`src/hdl/bfse_pkg.sv`:
```
// ----------------------------------------------------------------------------
// bfse_pkg
// Types, codes and the fixed preamble for the bit-file section extractor.
// ----------------------------------------------------------------------------
package bfse_pkg;

  localparam int unsigned PREAMBLE_LEN = 13;

  localparam logic [7:0] NAME_LO   = 8'h61;  // 'a'
  localparam logic [7:0] NAME_HI   = 8'h65;  // 'e'
  localparam logic [7:0] NAME_E    = 8'h65;
  localparam logic [6:0] WANTED_RESET = 7'h65;
  localparam logic [31:0] MAX_SHORT_LEN = 32'd255;

  typedef enum logic [2:0] {
    PH_PREAMBLE = 3'd0,
    PH_NAME     = 3'd1,
    PH_LEN      = 3'd2,
    PH_SKIP     = 3'd3,
    PH_PAYLOAD  = 3'd4,
    PH_ENDED    = 3'd5
  } phase_t;

  typedef logic [2:0] status_t;
  localparam status_t ST_PARSING      = 3'd0;
  localparam status_t ST_BAD_PREAMBLE = 3'd1;
  localparam status_t ST_BAD_NAME     = 3'd2;
  localparam status_t ST_BAD_LENGTH   = 3'd3;
  localparam status_t ST_NOT_FOUND    = 3'd4;
  localparam status_t ST_COMPLETE     = 3'd5;

  // configuration register indexes
  localparam logic REG_WANTED = 1'b0;

  typedef struct packed {
    phase_t      phase;
    logic [3:0]  pre_idx;
    logic [7:0]  kind;
    logic [31:0] accum;
    logic [2:0]  len_left;
    logic [31:0] to_go;
    logic        found;
    status_t     end_status;
  } parse_state_t;

  localparam parse_state_t RESTART_STATE = '{
    phase:      PH_PREAMBLE,
    pre_idx:    4'd0,
    kind:       8'd0,
    accum:      32'd0,
    len_left:   3'd0,
    to_go:      32'd0,
    found:      1'b0,
    end_status: ST_PARSING
  };

  typedef struct packed {
    logic [7:0]  payload_byte;
    logic        payload_valid;
    logic        payload_last;
    logic [31:0] section_size;
    status_t     status;
  } result_t;

  function automatic logic [7:0] preamble_byte(input logic [3:0] idx);
    logic [7:0] val;
    case (idx)
      4'd0:    val = 8'h00;
      4'd1:    val = 8'h09;
      4'd2:    val = 8'h0f;
      4'd3:    val = 8'hf0;
      4'd4:    val = 8'h0f;
      4'd5:    val = 8'hf0;
      4'd6:    val = 8'h0f;
      4'd7:    val = 8'hf0;
      4'd8:    val = 8'h0f;
      4'd9:    val = 8'hf0;
      4'd10:   val = 8'h00;
      4'd11:   val = 8'h00;
      4'd12:   val = 8'h01;
      default: val = 8'h00;
    endcase
    return val;
  endfunction

endpackage

```
`src/hdl/bit_file_section_extractor_unit.sv`:
```
// ----------------------------------------------------------------------------
// bit_file_section_extractor_unit
// Walks a bit-file image byte by byte and passes out one section's content.
// ----------------------------------------------------------------------------
//  channel   | handshake            | payload
//  ----------+----------------------+-----------------------------------------
//  in_       | in_valid / in_stall  | data_byte, first_byte, last_byte
//  out_      | out_valid / out_stall| payload_byte/valid/last, section_size,
//            |                      | status
//  cfg_      | APB write/read       | wanted_section at byte address 0
//
// One item per cycle sustained while out_stall is low; an item passes the input
// register, then the parser feeding the result register. Sync active-low reset
// returns the parse to the preamble check and wanted_section to 'e'. A stall on
// the result side holds the result register; in_stall follows out_stall in the
// same cycle while both registers hold an item, and stays low while either is
// empty. Parse state advances only when an item moves to the result.
module bit_file_section_extractor_unit import bfse_pkg::*; (
  input  logic        clk,
  input  logic        rst_n,
  // input items
  input  logic        in_valid,
  output logic        in_stall,
  input  logic [7:0]  in_data_byte,
  input  logic        in_first_byte,
  input  logic        in_last_byte,
  // result items
  output logic        out_valid,
  input  logic        out_stall,
  output logic [7:0]  out_payload_byte,
  output logic        out_payload_valid,
  output logic        out_payload_last,
  output logic [31:0] out_section_size,
  output logic [2:0]  out_status,
  // configuration
  input  logic        cfg_psel,
  input  logic        cfg_penable,
  input  logic        cfg_pwrite,
  input  logic [2:0]  cfg_paddr,
  input  logic [31:0] cfg_pwdata,
  output logic [31:0] cfg_prdata,
  output logic        cfg_pready
);

  logic       wanted_we;
  logic [6:0] wanted_section_r;

  logic       in_vld_r;
  logic [7:0] in_data_r;
  logic       in_first_r;
  logic       in_last_r;

  logic       out_vld_r;
  result_t    out_res_r;
  result_t    step_res;

  logic       out_load;
  logic       step_go;
  logic       in_take;

  // config register
  assign cfg_pready = 1'b1;
  assign wanted_we  = cfg_psel && cfg_penable && cfg_pwrite && (cfg_paddr[2] == REG_WANTED);
  assign cfg_prdata = (cfg_paddr[2] == REG_WANTED) ? {25'd0, wanted_section_r} : 32'd0;

  always_ff @(posedge clk) begin
    if (!rst_n) begin
      wanted_section_r <= WANTED_RESET;
    end else if (wanted_we) begin
      wanted_section_r <= cfg_pwdata[6:0];
    end
  end

  // two-stage flow control
  assign out_load = !out_vld_r || !out_stall;
  assign step_go  = in_vld_r && out_load;
  assign in_stall = in_vld_r && !out_load;
  assign in_take  = in_valid && !in_stall;

  always_ff @(posedge clk) begin
    if (!rst_n) begin
      in_vld_r <= 1'b0;
    end else if (in_take) begin
      in_vld_r <= 1'b1;
    end else if (step_go) begin
      in_vld_r <= 1'b0;
    end
  end

  always_ff @(posedge clk) begin
    if (in_take) begin
      in_data_r  <= in_data_byte;
      in_first_r <= in_first_byte;
      in_last_r  <= in_last_byte;
    end
  end

  bfse_parser u_parser (
    .clk            (clk),
    .rst_n          (rst_n),
    .step_en        (step_go),
    .data_byte      (in_data_r),
    .first_byte     (in_first_r),
    .last_byte      (in_last_r),
    .wanted_section (wanted_section_r),
    .result         (step_res)
  );

  always_ff @(posedge clk) begin
    if (!rst_n) begin
      out_vld_r <= 1'b0;
    end else if (out_load) begin
      out_vld_r <= step_go;
    end
  end

  always_ff @(posedge clk) begin
    if (step_go) begin
      out_res_r <= step_res;
    end
  end

  assign out_valid         = out_vld_r;
  assign out_payload_byte  = out_res_r.payload_byte;
  assign out_payload_valid = out_res_r.payload_valid;
  assign out_payload_last  = out_res_r.payload_last;
  assign out_section_size  = out_res_r.section_size;
  assign out_status        = out_res_r.status;

endmodule

```
`src/hdl/bfse_parser.sv`:
```
// ----------------------------------------------------------------------------
// bfse_parser
// Parse state machine: one image byte per enabled cycle, result is combinational.
// ----------------------------------------------------------------------------
module bfse_parser import bfse_pkg::*; (
  input  logic       clk,
  input  logic       rst_n,
  input  logic       step_en,
  input  logic [7:0] data_byte,
  input  logic       first_byte,
  input  logic       last_byte,
  input  logic [6:0] wanted_section,
  output result_t    result
);

  parse_state_t st_r;
  parse_state_t st_nxt;
  parse_state_t base;
  logic [31:0]  accum_shift;
  logic [2:0]   left_dec;
  logic [31:0]  to_go_dec;
  logic [3:0]   idx_inc;

  // first_byte restarts the parse on this very byte
  assign base        = first_byte ? RESTART_STATE : st_r;
  assign accum_shift = {base.accum[23:0], data_byte};
  assign left_dec    = base.len_left - 3'd1;
  assign to_go_dec   = base.to_go - 32'd1;
  assign idx_inc     = base.pre_idx + 4'd1;

  // next state
  always_comb begin
    st_nxt = base;
    case (base.phase)
      PH_PREAMBLE: begin
        if ((base.pre_idx >= 4'(PREAMBLE_LEN)) || (data_byte != preamble_byte(base.pre_idx)))
        begin
          st_nxt.phase      = PH_ENDED;
          st_nxt.end_status = ST_BAD_PREAMBLE;
        end else begin
          st_nxt.pre_idx = idx_inc;
          if (idx_inc == 4'(PREAMBLE_LEN)) begin
            st_nxt.phase = PH_NAME;
          end
        end
      end
      PH_NAME: begin
        if ((data_byte < NAME_LO) || (data_byte > NAME_HI)) begin
          st_nxt.phase      = PH_ENDED;
          st_nxt.end_status = ST_BAD_NAME;
        end else begin
          st_nxt.kind     = data_byte;
          st_nxt.accum    = 32'd0;
          st_nxt.len_left = (data_byte == NAME_E) ? 3'd4 : 3'd2;
          st_nxt.phase    = PH_LEN;
        end
      end
      PH_LEN: begin
        st_nxt.accum    = accum_shift;
        st_nxt.len_left = left_dec;
        if (left_dec == 3'd0) begin
          if ((base.kind != NAME_E) && (accum_shift > MAX_SHORT_LEN)) begin
            st_nxt.phase      = PH_ENDED;
            st_nxt.end_status = ST_BAD_LENGTH;
          end else if (base.kind == {1'b0, wanted_section}) begin
            st_nxt.found = 1'b1;
            st_nxt.to_go = accum_shift;
            if (accum_shift == 32'd0) begin
              st_nxt.phase      = PH_ENDED;
              st_nxt.end_status = ST_COMPLETE;
            end else begin
              st_nxt.phase = PH_PAYLOAD;
            end
          end else begin
            st_nxt.to_go = accum_shift;
            st_nxt.phase = (accum_shift == 32'd0) ? PH_NAME : PH_SKIP;
          end
        end
      end
      PH_SKIP: begin
        st_nxt.to_go = to_go_dec;
        if (to_go_dec == 32'd0) begin
          st_nxt.phase = PH_NAME;
        end
      end
      PH_PAYLOAD: begin
        st_nxt.to_go = to_go_dec;
        if (to_go_dec == 32'd0) begin
          st_nxt.phase      = PH_ENDED;
          st_nxt.end_status = ST_COMPLETE;
        end
      end
      default: begin
      end
    endcase

    // end of image closes any parse still open
    if (last_byte && (st_nxt.phase != PH_ENDED)) begin
      if (st_nxt.phase == PH_PREAMBLE) begin
        st_nxt.end_status = ST_BAD_PREAMBLE;
      end else if (st_nxt.found) begin
        st_nxt.end_status = ST_COMPLETE;
      end else begin
        st_nxt.end_status = ST_NOT_FOUND;
      end
      st_nxt.phase = PH_ENDED;
    end
  end

  // outputs
  always_comb begin
    result.payload_valid = (base.phase == PH_PAYLOAD);
    result.payload_byte  = result.payload_valid ? data_byte : 8'd0;
    // to_go is never zero in the payload phase
    result.payload_last  = result.payload_valid && ((base.to_go == 32'd1) || last_byte);
    result.section_size  = st_nxt.found ? st_nxt.accum : 32'd0;
    result.status        = st_nxt.end_status;
  end

  always_ff @(posedge clk) begin
    if (!rst_n) begin
      st_r <= RESTART_STATE;
    end else if (step_en) begin
      st_r <= st_nxt;
    end
  end

endmodule

```
`config.mk`:
```
export PLATFORM = sky130hd
export DESIGN_NAME = bit_file_section_extractor_unit
export DESIGN_NICKNAME = d
export VERILOG_FILES = /design/src/hdl/bfse_pkg.sv /design/src/hdl/bit_file_section_extractor_unit.sv /design/src/hdl/bfse_parser.sv
export SDC_FILE = /design/constraint.sdc
export NUM_CORES = 1
export LEC_CHECK = 0
export BUFFER_PORTS_ARGS = -buffer_cell sky130_fd_sc_hd__buf_2
export CAP_MARGIN = 20
export CORE_UTILIZATION = 35
export DETAILED_ROUTE_END_ITERATION = 12
export GPL_ROUTABILITY_DRIVEN = 0
export SYNTH_ARGS = -nofsm -noshare
export SYNTH_HDL_FRONTEND = slang
export SYNTH_SLANG_ARGS = --single-unit
```
`constraint.sdc`:
```
create_clock -name clk -period 4.7 [get_ports clk]
set_input_delay 0.47 -clock clk [delete_from_list [all_inputs] [get_ports clk]]
set_output_delay 0.47 -clock clk [all_outputs]
set_load 0.05 [all_outputs]
```
==> results of run 1 <==
[power breakdown]
part	internal [mW]	switching (mW)	total, mW
clock	0.839	0.634	1.47
sequential	1.38	0.0418	1.42
combinational	0.149	0.354	0.504
total	2.37	1.03	3.40
[cells by family (layout without fill, tap and decap cells)]
group	Yosys count	count (layout)	share of synthesized area [%]
and+or+nand+nor	427	427	26.7
AOI/OAI and AO/OA	289	289	22.5
DFF	150	150	39.4
buffers and inverters	120	143	6.48
muxes	17	17	1.89
xor gates and xnor gates	16	16	1.55
adders and majority gates	10	10	1.39
other	2	26	0.0833
[path summary, 6_finish.rpt]
check	start	end	slack, ns	cells past startpoint
hold / removal	in_first_byte	in_first_r$_DFFE_PP_	0.21	1
setup / recovery	in_first_r$_DFFE_PP_	out_status[0]$_DFFE_PP_	0.61	12
hold reg to reg	u_parser.st_r[2]$_SDFFE_PN0P_	u_parser.st_r[2]$_SDFFE_PN0P_	0.47	2
setup reg to reg	in_first_r$_DFFE_PP_	out_status[0]$_DFFE_PP_	0.61	12
[layer usage]
layer / routed length [microns] / vias to the layer above
li1: - / 3859
met1: 11600 / 3898
met2: 12500 / 303
met3: 1480 / 40
met4: 416 / 0
met5: 0 / -
[sequential cells by signal, summed over array words and instances, names as in the netlist]
name               count
u_parser.st_r         86
out_section_size      32
in_data_r              8
out_payload_byte       8
wanted_section_r       7
out_status             3
in_first_r             1
in_last_r              1
in_vld_r               1
out_payload_last       1
out_payload_valid      1
out_valid              1
[layout by cell type, fill, tap and decap left out, types with 10 or more instances in the layout]
master,n
a21oi_1,38
a22oi_1,90
and2_1,29
and3_1,10
buf_2,78
buf_4,21
clkbuf_16,18
conb_1,26
dfxtp_1,95
edfxtp_1,55
ha_1,10
mux2i_1,17
nand2_1,80
nand3_1,18
nand4_1,11
nor2_1,78
nor2b_1,82
nor3_1,24
nor4_1,31
o21ai_0,55
o22ai_1,16
[through the flow]
stage	total power [mW]	instance area (sq um)	utilization (%)	hold WS [ns]
2_1_floorplan	1.85	9110	-	0.438
3_3_place_gp	1.94	9550	37.8	0.453
3_5_place_dp	1.95	9550	37.8	0.471
4_1_cts	3.41	10200	40.3	0.197
5_1_grt	3.52	10200	40.4	0.195
6_report	3.40	10200	40.4	0.210
[critical path: cells and delay by family, from the launching register on]
family / cells / cell delay, ns
AOI/OAI and AO/OA: 6 / 2.26
and+or+nand+nor: 3 / 0.51
DFF: 1 / 0.38
buffers and inverters: 1 / 0.29
adders and majority gates: 1 / 0.26
muxes: 1 / 0.25
[cell type report]
cell class	count	share of cell area [%]
Clock inverter	14	1.69
Clock buffer	18	4.42
Sequential cell	150	34.9
Multi-Input combinational cell	785	49.0
Tap cell	330	4.05
Inverter	11	0.405
Timing Repair Buffer	100	5.57
==> flow_metrics.py, run 1 <==
metrics = {
    "grt": {
        "antenna_violations_before_repair": 0,
        "groute.usage.overall_pct": 19.9,
        "globalRouteMet1Util_pct": 26.4,
        "grt_remaining_overflow": 0,
        "grtUsageMet2_pct": 32.4,
        "grt_pass1_wl_microns": 41500,
        "grt_start_max_net_pins": 71,
        "grt_pass1_vias": 7539,
        "globalRoute.busiestLayer": "met2",
        "groute.layer.met3.usage_pct": 3.74,
    },
    "clock_tree": {
        "cts.sink_count": 150,
        "postCtsSetupBuffers": 0,
        "tritoncts_clock_tree": "yes",
        "cts_hold_buffers": 0,
        "worstSkewPairLatency_ns": 0.43,
        "clock_path_buffers": 2,
        "clk_root_buffer_cell": "clkbuf_16",
        "post_cts_resize_count": 0,
        "htree_levels": 4,
        "tritoncts_buffers": 17,
        "worst_setup_hold_path_clk_slew_ns": 0.07,
    },
    "power": {
        "leakage_nw": 3.63,
        "power.ir.vdd_worst_mv": 0.207,
        "p_per_area_nw_per_um2": 333,
    },
    "finish": {
        "post_layout_nonfiller_instances": 1408,
        "drive_gt1_share_pct": 15.1,
        "nNetsFinal": 1127,
        "layout-area-overhead-vs-synth_pct": 13.1,
        "register_area_sq_um": 3550,
        "multiInputGateArea_sq_um": 4990,
        "antenna_cells_inserted": 0,
        "fillCellCount": 2578,
    },
    "drt": {
        "postRouteAntennaNets": 0,
        "drt-wirelength-per-cell_microns": 18.5,
        "drt_pre_antenna_iters": 5,
        "drc_violation_count_after_routing": 0,
        "wl_microns": 26100,
        "routed_via_density": 5.75,
        "first_iter_violations": 740,
        "dr_total_vias": 8100,
    },
    "sta": {
        "clock-skew-final_ns": 0.0152,
        "rsz0062_at_grt": "no",
        "final_critical_path_setup_slack_ns": 0.605,
        "layout_min_cycle_time_ns": 4.09,
        "totalNegativeSetupSlack_ns": 0,
        "relSlewSlack_pct": 43.8,
        "maxClockFrequency_mhz": 244,
        "timing.final.setup_violations": 0,
        "final_min_period_over_clock_period_pct": 87.1,
        "tightest_slew_ns": 0.839,
        "final_hold_viol_count": 0,
        "slew_viol_final": 0,
    },
    "worst_setup_path": {
        "largest_fanout_on_the_critical_path": 9,
        "critPathSlowestCell": "a221oi_1",
        "crit_type": "flop to flop",
        "arrival_ns": 4.40,
        "worstPathRequired_ns": 5.00,
        "crit_chain": "inv_1, nand2_1, ha_1, nor4bb_1, a2111oi_0, mux2i_1, o221ai_1, a221oi_1, a211oi_1, a22o_1, o21ai_0, and2_1",
        "critical-path-max-stage-delay_ns": 0.77,
        "cp-end-kind": "flop",
        "timing.critical_path.from_type": "flop",
    },
    "synth": {
        "netlist_instances": 1031,
        "synth.lib_cells_used.distinct": 88,
        "postSynthRegisterBits": 150,
        "syn-cell-area_sq_um": 9020,
        "yosys-top-cells-area": "dfxtp_1 21%, edfxtp_1 18%, a22oi_1 7.5%, nor2b_1 5.7%, nand2_1 3.3%",
        "synth_top_flop_cell": "dfxtp_1",
        "ys_top_cells_by_count": "95 x dfxtp_1, 90 x a22oi_1, 82 x nor2b_1",
        "synth-warning-count": 0,
        "synth.top_cell.area_share_pct": 21.1,
        "synth_area_per_cell_sq_um": 8.75,
        "netlist.top_cell.by_area": "dfxtp_1",
        "async_reset_ff_share_pct": 0,
        "cell_with_the_most_instances_after_synthesis": "dfxtp_1",
        "synth_enable_flop_cells": 55,
        "synth.yosys.seq_area_share_pct": 39.4,
    },
    "place": {
        "dp_hpwl_microns": 17600,
        "dp.cells": 1375,
        "io_buffer_count": 78,
        "post-place-ws_ns": 0.633,
    },
    "worst_hold_path": {
        "timing.hold.worst.class": "primary input to flop",
    },
    "floorplan": {
        "design.core.area_sq_um": 25300,
        "fp.dieW_microns": 163,
        "ios": 132,
        "floorplan.initialDensity_pct": 35.7,
        "die_area_sq_um": 26400,
        "row_count": 58,
        "die_height_microns": 163,
    },
    "run": {
        "drv_cap": 0,
    },
    "run_status": {
        "outcome": "finished, final reports clean",
    },
}
(Power assumes the default switching activity.)
==> run 2: changes to the inputs <==
CTS_BUF_LIST = sky130_fd_sc_hd__clkbuf_8   (was not set)
==> flow_metrics.py, run 2 (synthesized netlist as in run 1, its figures left out) <==
metrics = {
    "clock_tree": {
        "htree_levels": 4,
        "postCtsSetupBuffers": 0,
        "clock_path_buffers": 2,
        "worstSkewPairLatency_ns": 0.48,
        "tritoncts_clock_tree": "yes",
        "cts.sink_count": 150,
        "post_cts_resize_count": 0,
        "tritoncts_buffers": 17,
        "cts_hold_buffers": 0,
        "worst_setup_hold_path_clk_slew_ns": 0.09,
        "clk_root_buffer_cell": "clkbuf_8",
    },
    "grt": {
        "grt_start_max_net_pins": 71,
        "groute.usage.overall_pct": 19.8,
        "grt_pass1_wl_microns": 41300,
        "grt_pass1_vias": 7603,
        "antenna_violations_before_repair": 0,
        "grt_remaining_overflow": 0,
    },
    "drt": {
        "drc_violation_count_after_routing": 0,
        "first_iter_violations": 710,
        "postRouteAntennaNets": 0,
        "wl_microns": 25900,
        "drt-wirelength-per-cell_microns": 18.4,
        "drt_pre_antenna_iters": 5,
        "routed_via_density": 5.77,
        "dr_total_vias": 8128,
    },
    "sta": {
        "timing.final.setup_violations": 0,
        "final_min_period_over_clock_period_pct": 86.9,
        "slew_viol_final": 0,
        "layout_min_cycle_time_ns": 4.08,
        "rsz0062_at_grt": "no",
        "timing.hold.ws_ns": 0.175,
        "relSlewSlack_pct": 43.3,
        "tightest_slew_ns": 0.847,
        "totalNegativeSetupSlack_ns": 0,
        "clock-skew-final_ns": 0.0216,
        "final_hold_viol_count": 0,
        "maxClockFrequency_mhz": 245,
    },
    "power": {
        "power_mw": 3.05,
        "power.ir.vdd_worst_mv": 0.167,
        "leakage_nw": 3.54,
        "p_per_area_nw_per_um2": 305,
    },
    "finish": {
        "largest_register": "u_parser.st_r",
        "drive_gt1_share_pct": 15.1,
        "finalInstanceArea_sq_um": 10000,
        "most_frequent_cells_in_the_layout": "95 x dfxtp_1, 90 x a22oi_1, 82 x nor2b_1",
        "antenna_cells_inserted": 0,
        "post_layout_util_pct": 39.6,
        "nNetsFinal": 1127,
        "flip_flop_count_of_the_largest_register_all_copies_and_words_added": 86,
        "layout-area-overhead-vs-synth_pct": 11.0,
        "layout.cells.most_common": "dfxtp_1",
    },
    "worst_setup_path": {
        "timing.critical_path.from_type": "flop",
        "cp-end-kind": "flop",
        "arrival_ns": 4.42,
        "crit_type": "flop to flop",
        "largest_fanout_on_the_critical_path": 9,
        "worstPathRequired_ns": 5.04,
    },
    "floorplan": {
        "design.core.area_sq_um": 25300,
        "fp.dieW_microns": 163,
        "die_height_microns": 163,
        "die_area_sq_um": 26400,
        "floorplan.initialDensity_pct": 35.7,
        "row_count": 58,
        "ios": 132,
    },
    "worst_hold_path": {
        "timing.hold.worst.class": "primary input to flop",
    },
    "run_status": {
        "outcome": "finished, final reports clean",
    },
    "place": {
        "io_buffer_count": 78,
        "dpl-instance-area_sq_um": 9550,
        "dp_hpwl_microns": 17600,
    },
    "run": {
        "drv_cap": 0,
    },
}
==> run 2: cell types whose count changed in the layout (fill, tap and decap cells not counted) <==
cell	before	now
bufinv_16	2	3
clkbuf_16	18	0
clkbuf_8	0	17
==> run 2: layer usage <==
layer	wire, microns	global-route usage [%]
met1	11300	26.1
met4	554	7.08
met3	1680	3.69
met5	0	0
met2	12300	32.2
==> run 2: stage by stage <==
stage          worst slack [ns]  std cells
5_1_grt                   0.304       1408
3_3_place_gp              0.785       1375
3_5_place_dp              0.633       1375
2_1_floorplan             0.405       1055
4_1_cts                   0.606       1407
6_report                  0.617       1408
==> run 2: worst max-delay path, stage by stage, from the launching register on <==
cell,delay (ns)
edfxtp_1,0.39
inv_1,0.29
nand2_1,0.20
ha_1,0.26
nor4bb_1,0.15
a2111oi_0,0.61
mux2i_1,0.25
o221ai_1,0.27
a221oi_1,0.76
a211oi_1,0.16
a22o_1,0.24
o21ai_0,0.20
and2_1,0.16
==> run 2: final timing paths <==
check             cells past startpoint                       endpoint                          start  slack, ns
setup / recovery                     12        out_status[0]$_DFFE_PP_           in_first_r$_DFFE_PP_       0.62
hold / removal                        1           in_first_r$_DFFE_PP_                  in_first_byte       0.17
setup reg to reg                     12        out_status[0]$_DFFE_PP_           in_first_r$_DFFE_PP_       0.62
hold reg to reg                       2  u_parser.st_r[2]$_SDFFE_PN0P_  u_parser.st_r[2]$_SDFFE_PN0P_       0.48
==> run 2: area by class of cell <==
type	instances	area [sq um]
Inverter	11	41.3
Sequential cell	150	3550
Fill cell	2596	15200
Tap cell	330	413
Clock inverter	15	203
Multi-Input combinational cell	785	4990
Timing Repair Buffer	100	568
Clock buffer	17	234
==> run 2: power by group <==
part / total [mW] / switching (mW) / internal, mW
registers: 1.42 / 0.0418 / 1.38
logic: 0.503 / 0.354 / 0.149
clock network: 1.13 / 0.579 / 0.548
